### src/design/ac_ir_frame_encoder_core_defines.svh
// ----------------------------------------------------------------------------
// AC IR frame encoder assertion macros
// Shared concurrent assertion forms, clocked on i_clk and disabled in reset.
// ----------------------------------------------------------------------------
`ifndef AC_IR_FRAME_ENCODER_CORE_DEFINES_SVH
`define AC_IR_FRAME_ENCODER_CORE_DEFINES_SVH

// The consequent must hold in the same cycle as the antecedent.
`define ACIR_ASSERT_NOW(label, ante, cons, msg) \
    label: assert property (@(posedge i_clk) disable iff (!i_rst_n) \
        (ante) |-> (cons)) else $error(msg);

// The consequent must hold in the cycle after the antecedent.
`define ACIR_ASSERT_NEXT(label, ante, cons, msg) \
    label: assert property (@(posedge i_clk) disable iff (!i_rst_n) \
        (ante) |=> (cons)) else $error(msg);

`endif

### src/design/acir_enc_pkg.sv
// ----------------------------------------------------------------------------
// AC IR frame encoder package
// Frame layout constants, register indexes, timing defaults and code tables.
// ----------------------------------------------------------------------------
package acir_enc_pkg;

    localparam int FRAME_LEN  = 9;
    localparam int FRAME_BITS = FRAME_LEN * 8;
    localparam int DUR_W      = 16;
    localparam int IDX_W      = $clog2(FRAME_BITS + 2);
    localparam int BIT_SEL_W  = $clog2(FRAME_BITS);

    // Pair sequence: header, then one pair per frame bit, then the footer.
    localparam logic [IDX_W-1:0] PAIR_HEADER = '0;
    localparam logic [IDX_W-1:0] PAIR_FOOTER = IDX_W'(FRAME_BITS + 1);

    typedef enum logic {
        ACT_START = 1'b0,
        ACT_NEXT  = 1'b1
    } t_action;

    typedef enum logic [2:0] {
        CFG_HEADER_MARK  = 3'd0,
        CFG_HEADER_SPACE = 3'd1,
        CFG_BIT_MARK     = 3'd2,
        CFG_ONE_SPACE    = 3'd3,
        CFG_ZERO_SPACE   = 3'd4,
        CFG_GAP_SPACE    = 3'd5
    } t_cfg_reg;

    localparam logic [DUR_W-1:0] RST_HEADER_MARK  = 16'd8500;
    localparam logic [DUR_W-1:0] RST_HEADER_SPACE = 16'd4200;
    localparam logic [DUR_W-1:0] RST_BIT_MARK     = 16'd500;
    localparam logic [DUR_W-1:0] RST_ONE_SPACE    = 16'd1600;
    localparam logic [DUR_W-1:0] RST_ZERO_SPACE   = 16'd550;
    localparam logic [DUR_W-1:0] RST_GAP_SPACE    = 16'd30000;

    typedef logic [7:0] t_byte;

    localparam t_byte TPL_BYTE0 = 8'h6A;
    localparam t_byte TPL_BYTE1 = 8'h6D;
    localparam t_byte TPL_BYTE2 = 8'h51;
    localparam t_byte TPL_BYTE4 = 8'h10;
    localparam t_byte TPL_BYTE5 = 8'h45;
    localparam t_byte TPL_BYTE8 = 8'h33;
    localparam t_byte TEMP_MASK = 8'h1F;
    localparam t_byte MODE_FAN_MASK = 8'h77;

    localparam logic [7:0] TEMP_MIN    = 8'd16;
    localparam logic [7:0] TEMP_MAX    = 8'd30;
    localparam logic [7:0] TEMP_OFFSET = 8'd4;

    localparam logic [2:0] SWING_AUTO_CODE  = 3'd0;
    localparam logic [2:0] SWING_FIXED_CODE = 3'd5;
    localparam logic [1:0] POWER_ON_CODE    = 2'b10;
    localparam logic [1:0] POWER_OFF_CODE   = 2'b01;

    // Mode as sent on air; fan-only and unused codes go out as auto.
    function automatic logic [2:0] mode_code(input logic [2:0] mode);
        logic [2:0] code;
        unique case (mode)
            3'd1:    code = 3'd2;
            3'd2:    code = 3'd3;
            3'd3:    code = 3'd1;
            default: code = 3'd4;
        endcase
        return code;
    endfunction

    function automatic logic [1:0] fan_code(input logic [1:0] fan);
        logic [1:0] code;
        unique case (fan)
            2'd0:    code = 2'd0;
            2'd1:    code = 2'd2;
            2'd2:    code = 2'd3;
            default: code = 2'd1;
        endcase
        return code;
    endfunction

endpackage

### src/design/acir_in_if.sv
// ----------------------------------------------------------------------------
// AC IR frame encoder request channel
// Valid/ready channel carrying a start or next request with the settings.
// ----------------------------------------------------------------------------
interface acir_in_if;

    logic       valid;
    logic       ready;
    logic       action;
    logic [7:0] temp_c;
    logic [2:0] mode;
    logic [1:0] fan;
    logic       swing;
    logic       power;

    modport source (
        output valid, action, temp_c, mode, fan, swing, power,
        input  ready
    );

    modport sink (
        input  valid, action, temp_c, mode, fan, swing, power,
        output ready
    );

endinterface

### src/design/acir_out_if.sv
// ----------------------------------------------------------------------------
// AC IR frame encoder pair channel
// Valid/ready channel carrying one mark/space pair and the end-of-frame flag.
// ----------------------------------------------------------------------------
interface acir_out_if;

    logic        valid;
    logic        ready;
    logic [15:0] mark_us;
    logic [15:0] space_us;
    logic        last;

    modport source (
        output valid, mark_us, space_us, last,
        input  ready
    );

    modport sink (
        input  valid, mark_us, space_us, last,
        output ready
    );

endinterface

### src/design/acir_frame_build.sv
// ----------------------------------------------------------------------------
// AC IR frame builder
// Fills the frame template with the settings and appends the nibble checksum.
// ----------------------------------------------------------------------------
module acir_frame_build import acir_enc_pkg::*; (
    input  logic [7:0]            i_temp_c,
    input  logic [2:0]            i_mode,
    input  logic [1:0]            i_fan,
    input  logic                  i_swing,
    input  logic                  i_power,
    output logic [FRAME_BITS-1:0] o_frame
);

    logic [7:0] w_temp;
    logic [4:0] w_temp_code;
    t_byte      w_bytes [FRAME_LEN];
    t_byte      w_sum;

    always_comb begin
        if (i_temp_c < TEMP_MIN) begin
            w_temp = TEMP_MIN;
        end else if (i_temp_c > TEMP_MAX) begin
            w_temp = TEMP_MAX;
        end else begin
            w_temp = i_temp_c;
        end
        w_temp_code = 5'(w_temp - TEMP_OFFSET);
    end

    always_comb begin
        w_bytes[0] = TPL_BYTE0;
        w_bytes[1] = (TPL_BYTE1 & ~TEMP_MASK) | {3'b000, w_temp_code};
        w_bytes[2] = TPL_BYTE2;
        w_bytes[3] = 8'h00;
        w_bytes[4] = (TPL_BYTE4 & ~MODE_FAN_MASK)
                   | {1'b0, mode_code(i_mode), 2'b00, fan_code(i_fan)};
        w_bytes[5] = {(i_power ? POWER_ON_CODE : POWER_OFF_CODE), 3'b000,
                      (i_swing ? SWING_AUTO_CODE : SWING_FIXED_CODE)};
        w_bytes[6] = 8'h00;
        w_bytes[7] = 8'h00;
        w_bytes[8] = TPL_BYTE8;

        // Checksum is the sum of both nibbles of every byte before it.
        w_sum = '0;
        for (int k = 0; k < FRAME_LEN - 1; k++) begin
            w_sum = w_sum + {4'h0, w_bytes[k][7:4]} + {4'h0, w_bytes[k][3:0]};
        end
        w_bytes[FRAME_LEN-1] = w_sum;

        for (int k = 0; k < FRAME_LEN; k++) begin
            o_frame[8*k +: 8] = w_bytes[k];
        end
    end

endmodule

### src/design/ac_ir_frame_encoder_core.sv
// ----------------------------------------------------------------------------
// AC IR frame encoder core
// Turns air conditioner settings into a pulse-distance IR frame, one
// mark/space pair per request.
//
// Requests arrive on i_in. A transfer with action start builds the 9-byte
// frame (clamped temperature, mode, fan, swing, power, nibble checksum) and
// produces nothing; it also restarts a frame that is still being sent. Each
// next transfer then produces one pair on o_out: the header, 72 data bits
// LSB-first from byte 0, and the footer (bit mark plus gap) with last set.
// A next transfer while no frame is active is taken and dropped.
// Pair timings come from six 16-bit registers written through the i_cfg_*
// port; they should only be changed while the block is idle.
// A pair appears on o_out in the cycle after its request transfer, and one
// request can be taken every cycle: the output register is refilled in the
// same cycle its pair is taken. While the receiver stalls with a pair held,
// i_in.ready is low and all state stays put.
// Reset returns the timings to their defaults, drops any held pair and
// leaves no frame active; the frame bytes themselves are not cleared.
// ----------------------------------------------------------------------------
`include "ac_ir_frame_encoder_core_defines.svh"

module ac_ir_frame_encoder_core import acir_enc_pkg::*; (
    input  logic              i_clk,
    input  logic              i_rst_n,
    input  logic              i_cfg_we,
    input  logic [2:0]        i_cfg_idx,
    input  logic [DUR_W-1:0]  i_cfg_data,
    acir_in_if.sink           i_in,
    acir_out_if.source        o_out
);

    // Timing registers.
    logic [DUR_W-1:0] r_header_mark, r_header_space, r_bit_mark;
    logic [DUR_W-1:0] r_one_space, r_zero_space, r_gap_space;

    // Frame state.
    logic [FRAME_BITS-1:0] r_frame;
    logic [IDX_W-1:0]      r_pair_idx, n_pair_idx;
    logic                  r_busy, n_busy;

    // Output register.
    logic             r_out_valid, n_out_valid;
    logic [DUR_W-1:0] r_out_mark, n_out_mark;
    logic [DUR_W-1:0] r_out_space, n_out_space;
    logic             r_out_last, n_out_last;

    logic                  w_in_xfer, w_out_xfer, w_start, w_emit;
    logic [FRAME_BITS-1:0] w_new_frame;
    logic [BIT_SEL_W-1:0]  w_bit_sel;

    // A held pair only blocks new requests when the receiver is not taking it.
    assign i_in.ready = !r_out_valid || o_out.ready;
    assign w_in_xfer  = i_in.valid && i_in.ready;
    assign w_out_xfer = r_out_valid && o_out.ready;
    assign w_start    = w_in_xfer && (i_in.action == ACT_START);
    assign w_emit     = w_in_xfer && (i_in.action == ACT_NEXT) && r_busy;

    acir_frame_build u_frame_build (
        .i_temp_c (i_in.temp_c),
        .i_mode   (i_in.mode),
        .i_fan    (i_in.fan),
        .i_swing  (i_in.swing),
        .i_power  (i_in.power),
        .o_frame  (w_new_frame)
    );

    // Data pair k (1..72) sends frame bit k-1.
    assign w_bit_sel = BIT_SEL_W'(r_pair_idx - IDX_W'(1));

    always_comb begin
        n_pair_idx  = r_pair_idx;
        n_busy      = r_busy;
        n_out_valid = w_out_xfer ? 1'b0 : r_out_valid;
        n_out_mark  = r_out_mark;
        n_out_space = r_out_space;
        n_out_last  = r_out_last;

        if (w_start) begin
            n_pair_idx = PAIR_HEADER;
            n_busy     = 1'b1;
        end else if (w_emit) begin
            n_out_valid = 1'b1;
            n_out_last  = 1'b0;
            if (r_pair_idx == PAIR_HEADER) begin
                n_out_mark  = r_header_mark;
                n_out_space = r_header_space;
            end else if (r_pair_idx < PAIR_FOOTER) begin
                n_out_mark  = r_bit_mark;
                n_out_space = r_frame[w_bit_sel] ? r_one_space : r_zero_space;
            end else begin
                n_out_mark  = r_bit_mark;
                n_out_space = r_gap_space;
                n_out_last  = 1'b1;
            end

            if (r_pair_idx >= PAIR_FOOTER) begin
                n_pair_idx = PAIR_HEADER;
                n_busy     = 1'b0;
            end else begin
                n_pair_idx = r_pair_idx + IDX_W'(1);
            end
        end
    end

    always_ff @(posedge i_clk) begin
        if (!i_rst_n) begin
            r_header_mark  <= RST_HEADER_MARK;
            r_header_space <= RST_HEADER_SPACE;
            r_bit_mark     <= RST_BIT_MARK;
            r_one_space    <= RST_ONE_SPACE;
            r_zero_space   <= RST_ZERO_SPACE;
            r_gap_space    <= RST_GAP_SPACE;
        end else if (i_cfg_we) begin
            unique case (i_cfg_idx)
                CFG_HEADER_MARK:  r_header_mark  <= i_cfg_data;
                CFG_HEADER_SPACE: r_header_space <= i_cfg_data;
                CFG_BIT_MARK:     r_bit_mark     <= i_cfg_data;
                CFG_ONE_SPACE:    r_one_space    <= i_cfg_data;
                CFG_ZERO_SPACE:   r_zero_space   <= i_cfg_data;
                CFG_GAP_SPACE:    r_gap_space    <= i_cfg_data;
                default: begin
                    // Indexes past the register list are ignored.
                end
            endcase
        end
    end

    always_ff @(posedge i_clk) begin
        if (!i_rst_n) begin
            r_pair_idx  <= PAIR_HEADER;
            r_busy      <= 1'b0;
            r_out_valid <= 1'b0;
        end else begin
            r_pair_idx  <= n_pair_idx;
            r_busy      <= n_busy;
            r_out_valid <= n_out_valid;
        end
    end

    // Payload registers carry no reset.
    always_ff @(posedge i_clk) begin
        if (w_start) begin
            r_frame <= w_new_frame;
        end
        r_out_mark  <= n_out_mark;
        r_out_space <= n_out_space;
        r_out_last  <= n_out_last;
    end

    assign o_out.valid    = r_out_valid;
    assign o_out.mark_us  = r_out_mark;
    assign o_out.space_us = r_out_space;
    assign o_out.last     = r_out_last;

    // Checks on the pair sequencer.
    `ACIR_ASSERT_NOW(a_idle_idx_zero, !r_busy, r_pair_idx == PAIR_HEADER, "idle with nonzero pair index")
    `ACIR_ASSERT_NOW(a_idx_in_range, 1'b1, r_pair_idx <= PAIR_FOOTER, "pair index past footer")
    `ACIR_ASSERT_NEXT(a_footer_ends, w_emit && r_pair_idx == PAIR_FOOTER, !r_busy && r_out_valid && r_out_last, "footer did not end the frame")
    `ACIR_ASSERT_NEXT(a_no_spurious_pair, w_in_xfer && !w_emit, !r_out_valid, "pair produced without a next request")

endmodule

### src/flat_wrapper.sv
// flat-port wrapper written by rule: the top's interface ports become plain ports
module ac_ir_frame_encoder_core_flat import acir_enc_pkg::*;
  (i_clk, i_rst_n, i_cfg_we, i_cfg_idx, i_cfg_data, i_in_valid, i_in_action, i_in_temp_c, i_in_mode, i_in_fan, i_in_swing, i_in_power, i_in_ready, o_out_valid, o_out_mark_us, o_out_space_us, o_out_last, o_out_ready);
  acir_in_if i_in_i ();
  acir_out_if o_out_i ();
  input  logic i_clk;
  input  logic i_rst_n;
  input  logic i_cfg_we;
  input  logic [2:0] i_cfg_idx;
  input  logic [DUR_W-1:0] i_cfg_data;
  input wire logic [$bits(i_in_i.valid)-1:0] i_in_valid;
  input wire logic [$bits(i_in_i.action)-1:0] i_in_action;
  input wire logic [$bits(i_in_i.temp_c)-1:0] i_in_temp_c;
  input wire logic [$bits(i_in_i.mode)-1:0] i_in_mode;
  input wire logic [$bits(i_in_i.fan)-1:0] i_in_fan;
  input wire logic [$bits(i_in_i.swing)-1:0] i_in_swing;
  input wire logic [$bits(i_in_i.power)-1:0] i_in_power;
  output wire logic [$bits(i_in_i.ready)-1:0] i_in_ready;
  output wire logic [$bits(o_out_i.valid)-1:0] o_out_valid;
  output wire logic [$bits(o_out_i.mark_us)-1:0] o_out_mark_us;
  output wire logic [$bits(o_out_i.space_us)-1:0] o_out_space_us;
  output wire logic [$bits(o_out_i.last)-1:0] o_out_last;
  input wire logic [$bits(o_out_i.ready)-1:0] o_out_ready;
  assign i_in_i.valid = i_in_valid;
  assign i_in_i.action = i_in_action;
  assign i_in_i.temp_c = i_in_temp_c;
  assign i_in_i.mode = i_in_mode;
  assign i_in_i.fan = i_in_fan;
  assign i_in_i.swing = i_in_swing;
  assign i_in_i.power = i_in_power;
  assign i_in_ready = i_in_i.ready;
  assign o_out_valid = o_out_i.valid;
  assign o_out_mark_us = o_out_i.mark_us;
  assign o_out_space_us = o_out_i.space_us;
  assign o_out_last = o_out_i.last;
  assign o_out_i.ready = o_out_ready;
  ac_ir_frame_encoder_core u_core (.i_clk(i_clk), .i_rst_n(i_rst_n), .i_cfg_we(i_cfg_we), .i_cfg_idx(i_cfg_idx), .i_cfg_data(i_cfg_data), .i_in(i_in_i), .o_out(o_out_i));
endmodule
### config.mk
export PLATFORM = sky130hd
export DESIGN_NAME = ac_ir_frame_encoder_core_flat
export DESIGN_NICKNAME = d
export VERILOG_FILES = /design/src/design/acir_enc_pkg.sv /design/src/design/acir_in_if.sv /design/src/design/acir_out_if.sv /design/src/design/acir_frame_build.sv /design/src/design/ac_ir_frame_encoder_core.sv /design/src/flat_wrapper.sv
export VERILOG_INCLUDE_DIRS = /design/src /design/src/design
export SDC_FILE = /design/constraint.sdc
export NUM_CORES = 1
export LEC_CHECK = 0
export BUFFER_PORTS_ARGS = -buffer_cell sky130_fd_sc_hd__buf_4
export CAP_MARGIN = 20
export CORE_UTILIZATION = 25
export CTS_CLUSTER_SIZE = 14
export DETAILED_ROUTE_END_ITERATION = 10
export GPL_ROUTABILITY_DRIVEN = 0
export SKIP_CTS_REPAIR_TIMING = 1
export SYNTH_ARGS = -nofsm -noshare
export SYNTH_HDL_FRONTEND = slang
export SYNTH_SLANG_ARGS = --single-unit
### constraint.sdc
create_clock -name i_clk -period 3.6 [get_ports i_clk]
set_clock_uncertainty 0.05 [all_clocks]
set_input_delay 0.54 -clock i_clk [delete_from_list [all_inputs] [get_ports i_clk]]
set_output_delay 0.54 -clock i_clk [all_outputs]
set_load 0.01 [all_outputs]
---- Word level (Yosys, flattened, before mapping) ----
Cells that the tools add are included.
cells by class
  reduce and logical (&&, ||, !) cells .... 21
  multiplexer cells ....................... 20
  multiply operators ...................... 0
  equal/unequal tests ..................... 10
  $add $sub $neg .......................... 11
  order comparisons ....................... 5
  div/mod/pow operators ................... 0
  shifts and indexed selects .............. 0
  bitwise gates (word level) .............. 3
operators with widths
  cell                                                           count
  two-way mux 16 bit                                             4
  adder 8 x 3 -> 8 bit                                           2
  AND reduction 2 bit                                            8
  == test 3 x 2 -> 1 bit, second input constant                  4
  two-way mux 5 bit                                              2
  one-hot mux 3 bit (3 select lines)                             1
  adder 7 x 3 -> 8 bit, second input constant                    1
  adder 8 x 1 -> 8 bit, second input constant                    1
  adder 8 x 2 -> 8 bit                                           1
  adder 8 x 4 -> 8 bit                                           1
  greater-than comparator 8 x 5 -> 1 bit, second input constant  1
  < comparator 7 x 8 -> 1 bit, second input constant             1
  < comparator 8 x 5 -> 1 bit, second input constant             1
  two-way mux 1 bit                                              8
  adder 6 x 4 -> 7 bit                                           1
  adder 7 x 1 -> 7 bit, second input constant                    1
  binary-select mux 1 bit (select 7 bit)                         1
  greater-or-equal comparator 7 bit, second input constant       1
  logical NOT 7 bit                                              1
  < comparator 7 bit, second input constant                      1
  two-way mux 7 bit                                              1
  subtractor 7 x 1 -> 7 bit, second input constant               1
  adder 5 x 3 -> 6 bit, first input constant                     1
  == test 3 x 1 -> 1 bit, second input constant                  2
  15 further kinds                                               23
word-level totals
  output and inout bits ................... 35
  logic and storage cells ................. 83
  input port bits ......................... 40
  bits in latches ......................... 0
  memories kept ........................... 0
  bits in writable memories ............... 0
  register bits after elaboration ......... 161
  ROM bits ................................ 0

---- Depth between registers and ports, before layout ----
Gate-level depths: netlist of run 1.
  word-level depth ........................ 12
  gate-level depth with buffers ........... 14
  depth with buffers taken out ............ 13

---- Modules after synthesis ----
A second synthesis of run 1 with hierarchy kept.
unflattened totals
  cells, all modules ...................... 932
  area total of the unflattened synthesis .. 9640.5 um^2
by module, submodules not included
  module                    sequential area each (um^2)  cells an instance  instances  area an instance (um^2)
  ac_ir_frame_encoder_core  5255.0                       803                1          8668.3
  acir_frame_build          0.0                          129                1          972.2

---- Worst setup path before layout of run 1 ----
OpenSTA, ideal clock, no wires.
  path kind ............................... in2reg
  start point ............................. input i_in_temp_c[5]
  end point ............................... register u_core.r_frame[70], data pin
  data arrival time ....................... 3.418 ns
  path buffers ............................ 0
  setup time .............................. 0.261 ns
  required time ........................... 3.289 ns
  stages .................................. 13
  slack ................................... -0.129 ns
  path through ............................ or3_1 > a21oi_1 > inv_1 > ha_1 > fa_1 > inv_1 > fa_1 > ha_1 > a21o_1 > a21oi_1 > inv_1 > a21oi_1 > o22ai_1
on the way
  elaborated cells between the ends (all ways) .. 13
  those cells by class .................... add/sub (9); order compare (2); mux (2)
RTL lines
  item                                    line                             RTL
  start: declaration                      flat_wrapper.sv:13               input wire logic [$bits(i_in_i.temp_c)-1:0] i_in_temp_c;
  greater-than comparator 8 x 5 -> 1 bit  acir_frame_build.sv:22           end else if (i_temp_c > TEMP_MAX) begin
  two-way mux 5 bit                       acir_frame_build.sv:22
  two-way mux 5 bit *                     acir_frame_build.sv:20           if (i_temp_c < TEMP_MIN) begin
  subtractor 5 x 3 -> 5 bit *             acir_frame_build.sv:27           w_temp_code = 5'(w_temp - TEMP_OFFSET);
  net u_core.u_frame_build.o_frame[10]    acir_frame_build.sv:11           output logic [FRAME_BITS-1:0] o_frame
  adder 6 x 4 -> 7 bit *                  acir_frame_build.sv:46           w_sum = w_sum + {4'h0, w_bytes[k][7:4]} + {4'h0, w_bytes[k][3:0]};
  adder 7 x 3 -> 8 bit *                  acir_frame_build.sv:46
  adder 8 x 1 -> 8 bit *                  acir_frame_build.sv:46
  adder 8 x 3 -> 8 bit *                  acir_frame_build.sv:46
  adder 8 x 2 -> 8 bit *                  acir_frame_build.sv:46
  adder 8 x 4 -> 8 bit *                  acir_frame_build.sv:46
  adder 8 x 3 -> 8 bit *                  acir_frame_build.sv:46
  net u_core.u_frame_build.o_frame[70]    acir_frame_build.sv:11
  end signal: assignment                  ac_ir_frame_encoder_core.sv:144  r_frame <= w_new_frame;
  end: declaration                        ac_ir_frame_encoder_core.sv:38   logic [FRAME_BITS-1:0] r_frame;
Mark *: on every way through the listed nets, which the timed path passes. The rest lies on a longest branch.
A chain may end at the register's enable or synchronous reset.

---- Worst setup path after layout of run 1 ----
Ends and elaborated chain as after synthesis.

==> summary.txt, run 1 <==
Run status
  • Status: finished clean

STA
  • Final min period: 3.32 ns
  • Setup TNS: 0 ns
  • Final hold viol count: 0
  • Achievable Freq: 301 MHz
  • Worst-margin pin slew: 0.925 ns
  • Endpoints failing setup: 0
  • Pins over their slew limit: 0
  • Slew HR: 0.383
  • RSZ-0062 raised after global routing: false
  • Final worst-path cycle share: 0.922

Synthesis
  • Post-synth EDFFs: 53
  • Synth unique cells: 60
  • Seq/Total Area, Yosys: 0.508
  • Gate Count Post-Synth: 803
  • Syn_area_per_cell: 9.05 sq um
  • Post-synth top area share: 0.289
  • Total nets after synthesis: 868
  • Synth async-reset ratio: 0
  • Synth Flop Type: dfxtp_1
  • Yosys reg bits: 158
  • Post-Syn Area: 7270 sq um
  • Yosys warnings: 0
  • Synth area leaders: dfxtp_1 (29%), edfxtp_1 (22%), nand2_1 (13%)
  • Synth area leader: dfxtp_1

Clock network
  • H-tree depth: 4
  • CTS root buffer: clkbuf_16
  • Clock buffer depth: 2
  • CTS Sinks: 158
  • Worst-path clk slew: 0.06 ns
  • Skew-Pair Late Insertion Delay: 0.43 ns
  • CTS buffer count: 17
  • CTS tree: done

Critical path
  • Worst setup EP type: register
  • CP arrival: 3.45 ns
  • Worst path required time: 3.73 ns
  • Worst-path maximum fanout: 3
  • Kind of critical path: in -> reg
  • Startpoint types: input port

Routing
  • Via Count: 5801
  • Drt wl/cell: 14.6 microns
  • # DRC: 0
  • Final WL: 18600 microns
  • Iter 0 DRT Violations: 496
  • Final ANT Viol Nets: 0
  • Drt via density: 4.55
  • Pre-Repair DR Iteration Count: 5

Placed design
  • Dpl hpwl: 12100 microns
  • I/O Buffers: 74

Global routing
  • First-pass GRT wire length: 29000 microns
  • GRT overflow: 0
  • Largest net degree at the start of global routing: 98
  • GRT Total Usage: 0.128
  • Vias in the first global route: 5485
  • Initial antenna violation count: 1

Pwr
  • PD cells: 460 nW/um^2
  • Max IR drop VDD: 0.347 mV
  • Leak: 3.47 nW
  • Pwr Total: 4.09 mW

Floorplan
  • Placeable Area: 28600 sq um
  • Die area: 29800 sq um
  • Die W: 172 microns
  • Ports: 75
  • Starting Density: 0.254
  • # rows: 62
  • Die H: 172 microns

Layout
  • Layout cells sized above 1: 0.166
  • Fin nets: 941
  • Fill cells: 2973
  • P&R area growth vs syn: 22.5%

Job
  • Max-cap violations: 0

Hold path
  • HP Class: in -> reg
==> placed cells by master (no fill, tap or decap), types with 2 or more instances in the layout <==
master | synthesis | layout
nor3_1 | 5 | 5
or3_1 | 4 | 3
clkbuf_16 | 0 | 18
mux4_2 | 3 | 3
nor2b_1 | 5 | 5
buf_4 | 1 | 101
a21oi_2 | 0 | 2
edfxtp_1 | 53 | 53
nand4_1 | 6 | 6
nor2_1 | 20 | 20
inv_6 | 0 | 4
a22o_1 | 5 | 5
a31oi_1 | 19 | 19
nand2_1 | 259 | 259
mux2i_1 | 4 | 4
a221oi_1 | 2 | 2
inv_4 | 0 | 2
a21o_1 | 3 | 3
ha_1 | 20 | 20
a21oi_1 | 10 | 8
nand2b_1 | 6 | 6
o21a_1 | 2 | 2
o22ai_1 | 12 | 12
inv_8 | 0 | 5
o21ai_1 | 5 | 5
o21ai_0 | 10 | 10
nand3_1 | 58 | 58
dfxtp_1 | 105 | 105
xor2_1 | 7 | 7
inv_1 | 25 | 25
and4_1 | 2 | 2
a21boi_0 | 67 | 67
nand3b_1 | 3 | 3
xnor2_1 | 5 | 5
fa_1 | 5 | 5
==> worst paths after layout <==
kind,start,endpoint,slack [ns],depth (start not counted)
hold / removal,i_in_power,u_core.r_frame[47],0.25,1
setup / recovery,i_in_temp_c[5],u_core.r_frame[70],0.28,14
hold reg to reg,u_core.r_one_space[2],u_core.r_one_space[2],0.41,2
setup reg to reg,u_core.r_pair_idx[0],u_core.o_out.space_us[1],0.31,9
==> synth_stat cells (all sizes together), types with 4 or more instances <==
master and n:
a21oi 10, buf 7, inv 26, nand4 6, o21ai 15, mux2i 4
a31oi 19, xor2 7, nand2 259, ha 20, a21boi 67, fa 5
dfxtp 105, nor2 20, o22ai 12, clkbuf 40, nor2b 5, edfxtp 53
or3 4, a22o 5, xnor2 6, nand2b 6, nand3 58, nor3 5
==> stage by stage <==
stage | cells | worst slack (ns) | hold WS (ns) | util | instance area, sq um
after floorplan | 803 | 0.00940 | 0.387 | - | 7280
after global placement | 1241 | -0.147 | 0.398 | 0.290 | 8320
after detailed placement | 1241 | -0.186 | 0.406 | 0.290 | 8320
after CTS | 1273 | 0.251 | 0.238 | 0.311 | 8900
after global routing | 1273 | 0.0978 | 0.237 | 0.311 | 8900
final | 1274 | 0.280 | 0.252 | 0.311 | 8900
==> area by class of cell <==
class	instances	area, sq um	share of cell area
diodes	1	2.50	0.000281
repair buffers	101	758	0.0852
flip-flops and latches	158	3690	0.415
clock buffers	20	468	0.0526
well taps	384	480	0.0540
inverters	27	101	0.0114
clock inverters	12	113	0.0127
multi-input cells	571	3280	0.369
==> power by group <==
group	internal (mW)	switching, mW
Combinational	0.164	0.210
Sequential	1.91	0.0210
Clock	0.977	0.812
Total	3.05	1.04
==> critical path: stages <==
cell     delay, ns
buf_4         0.11
or3_4         0.39
a21oi_2       0.13
inv_1         0.05
ha_1          0.29
fa_1          0.50
inv_1         0.05
fa_1          0.49
ha_1          0.31
a21o_1        0.16
a21oi_2       0.15
inv_1         0.05
a21oi_1       0.14
o22ai_1       0.09
==> metal layers <==
layer / share of wire / up-vias / wire, microns / global-route usage
li1: - / 2895 / - / -
met1: 0.46 / 2756 / 8510 / 0.164
met2: 0.47 / 135 / 8820 / 0.212
met3: 0.056 / 15 / 1040 / 0.0366
met4: 0.011 / 0 / 211 / 0.0308
met5: 0 / - / 0 / 0
==> state kept, by name, indices dropped and copies added (netlist names), 7 cells and up <==
signal	count
u_core.r_bit_mark	16
u_core.o_out.mark_us	16
u_core.r_frame	20
u_core.r_zero_space	16
u_core.o_out.space_us	16
u_core.r_one_space	16
u_core.r_header_mark	16
u_core.r_gap_space	16
u_core.r_pair_idx	7
u_core.r_header_space	16
==> kinds of logic after synthesis <==
logic type,count (synthesis),share of synthesized area
mux,8,0.0164
simple gates,381,0.227
fa+ha+maj,25,0.0482
flops,158,0.508
compound gates,144,0.141
xor+xnor,13,0.0167
buf+inv,74,0.0427
Note: power is estimated with default switching activity, not from simulation.
==> run 2, diff against run 1 <==
BUFFER_PORTS_ARGS = -buffer_cell sky130_fd_sc_hd__buf_2   (was -buffer_cell sky130_fd_sc_hd__buf_4)
==> summary.txt, run 2 (synthesis gave the netlist of run 1 again) <==
Clock network
  • Skew-Pair Late Insertion Delay: 0.42 ns
  • CTS buffer count: 17
  • CTS Sinks: 158
  • Clock buffer depth: 2
  • CTS tree: done
  • H-tree depth: 4
  • CTS root buffer: clkbuf_16
  • Worst-path clk slew: 0.07 ns

Routing
  • Via Count: 5862
  • Iter 0 DRT Violations: 493
  • # DRC: 0
  • Pre-Repair DR Iteration Count: 10
  • Drt wl/cell: 14.4 microns
  • Final ANT Viol Nets: 0
  • Final WL: 18300 microns
  • Drt via density: 4.59

Placed design
  • Inst Count DP: 1242
  • I/O Buffers: 74
  • Dpl hpwl: 12000 microns

STA
  • Final worst-path cycle share: 0.930
  • Pins over their slew limit: 0
  • Worst-margin pin slew: 0.932 ns
  • Final hold viol count: 0
  • Slew HR: 0.378
  • Endpoints failing setup: 0
  • Achievable Freq: 299 MHz
  • RSZ-0062 raised after global routing: false
  • Final min period: 3.35 ns
  • Setup TNS: 0 ns

Layout
  • Fin nets: 942
  • Fill cells: 2974
  • P&R area growth vs syn: 20.7%
  • Most common cell after layout, fill and taps aside: nand2_1
  • Final Non-Filler Cells: 1276
  • Max reg flops: 20
  • Layout cells sized above 1: 0.170
  • Final core utilization: 0.306
  • Most frequent cells in the layout: nand2_1 (259), dfxtp_1 (105), buf_2 (74)
  • Top reg by flops: u_core.r_frame

Critical path
  • CP arrival: 3.47 ns
  • Worst setup EP type: register
  • Reg2reg start: u_core.r_pair_idx[0]
  • Kind of critical path: in -> reg
  • Worst-path maximum fanout: 3
  • Startpoint types: input port
  • Crit path from: i_in_temp_c[5]
  • Worst path required time: 3.72 ns

Global routing
  • Met3 usage: 0.0304
  • GRT Total Usage: 0.126
  • Met2 usage: 0.209
  • Initial antenna violation count: 2
  • Top Usage Layer GRT: met2
  • GRT overflow: 0
  • First-pass GRT wire length: 28700 microns
  • Vias in the first global route: 5363
  • Met1 usage: 0.163
  • Largest net degree at the start of global routing: 98

Run status
  • Status: finished clean

Floorplan
  • Ports: 75
  • Die area: 29800 sq um
  • # rows: 62
  • Placeable Area: 28600 sq um
  • Die H: 172 microns
  • Die W: 172 microns
  • Starting Density: 0.254

Pwr
  • Leak: 3.41 nW
  • Max IR drop VDD: 0.327 mV
  • PD cells: 475 nW/um^2

Hold path
  • Worst hold path startpoint: i_in_power
  • HP Class: in -> reg

Job
  • Max-cap violations: 0
==> run 2: changes by cell type in the layout (fill, tap and decap cells not counted), sizes merged <==
cell	previous run	this run
diode	1	2
bufinv	0	2
inv	37	33
clkbuf	20	17
buf	101	102
clkinvlp	0	1
clkinv	2	6
==> run 2: worst paths after layout <==
kind              depth (start not counted)                        to  slack (ns)
hold reg to reg                           2   u_core.r_zero_space[11]        0.42
setup reg to reg                          8  u_core.o_out.space_us[5]        0.33
hold / removal                            1        u_core.r_frame[47]        0.29
setup / recovery                         14        u_core.r_frame[69]        0.25
==> run 2: layer usage <==
| layer | routed length, microns | up-vias | part of all wire |
|---|---|---|---|
| met5 | 0 | - | 0 |
| met1 | 8450 | 2794 | 0.46 |
| met2 | 8750 | 158 | 0.48 |
| met4 | 133 | 0 | 0.0073 |
| met3 | 1000 | 12 | 0.055 |
| li1 | - | 2898 | - |
==> run 2: critical path: stages <==
cell and delay, ns:
buf_2 0.10, or3_4 0.39, buf_4 0.14, a21o_1 0.16, inv_1 0.07, fa_1 0.42, inv_1 0.07, ha_1 0.23
ha_1 0.30, ha_1 0.23, fa_1 0.39, a21o_1 0.16, a21oi_1 0.18, xor2_1 0.09
==> run 2: final cells by class <==
class                      instances  area [sq um]  area share
inverter                          27           101      0.0116
antenna                            2          5.00    0.000571
timing repair buffer             102           581      0.0662
tap                              384           480      0.0548
clock buffer                      17           425      0.0485
sequential                       158          3690       0.421
clock inverter                    15           198      0.0225
multi-input combinational        571          3290       0.375
==> run 2: where the power goes <==
group	internal (mW)	leakage, nW	switching, mW
Clock	1.06	0.302	0.817
Sequential	1.91	1.33	0.0204
Combinational	0.148	1.78	0.208
==> run 2: stage by stage <==
stage / setup slack, ns / hold WS (ns) / instance area (sq um) / total power [mW]
6_report: 0.253 / 0.288 / 8770 / 4.16
5_1_grt: 0.164 / 0.275 / 8770 / 4.32
4_1_cts: 0.258 / 0.266 / 8770 / 4.20
3_5_place_dp: -0.197 / 0.404 / 8140 / 2.33
3_3_place_gp: -0.125 / 0.399 / 8140 / 2.32
2_1_floorplan: 0.00940 / 0.387 / 7280 / 2.19
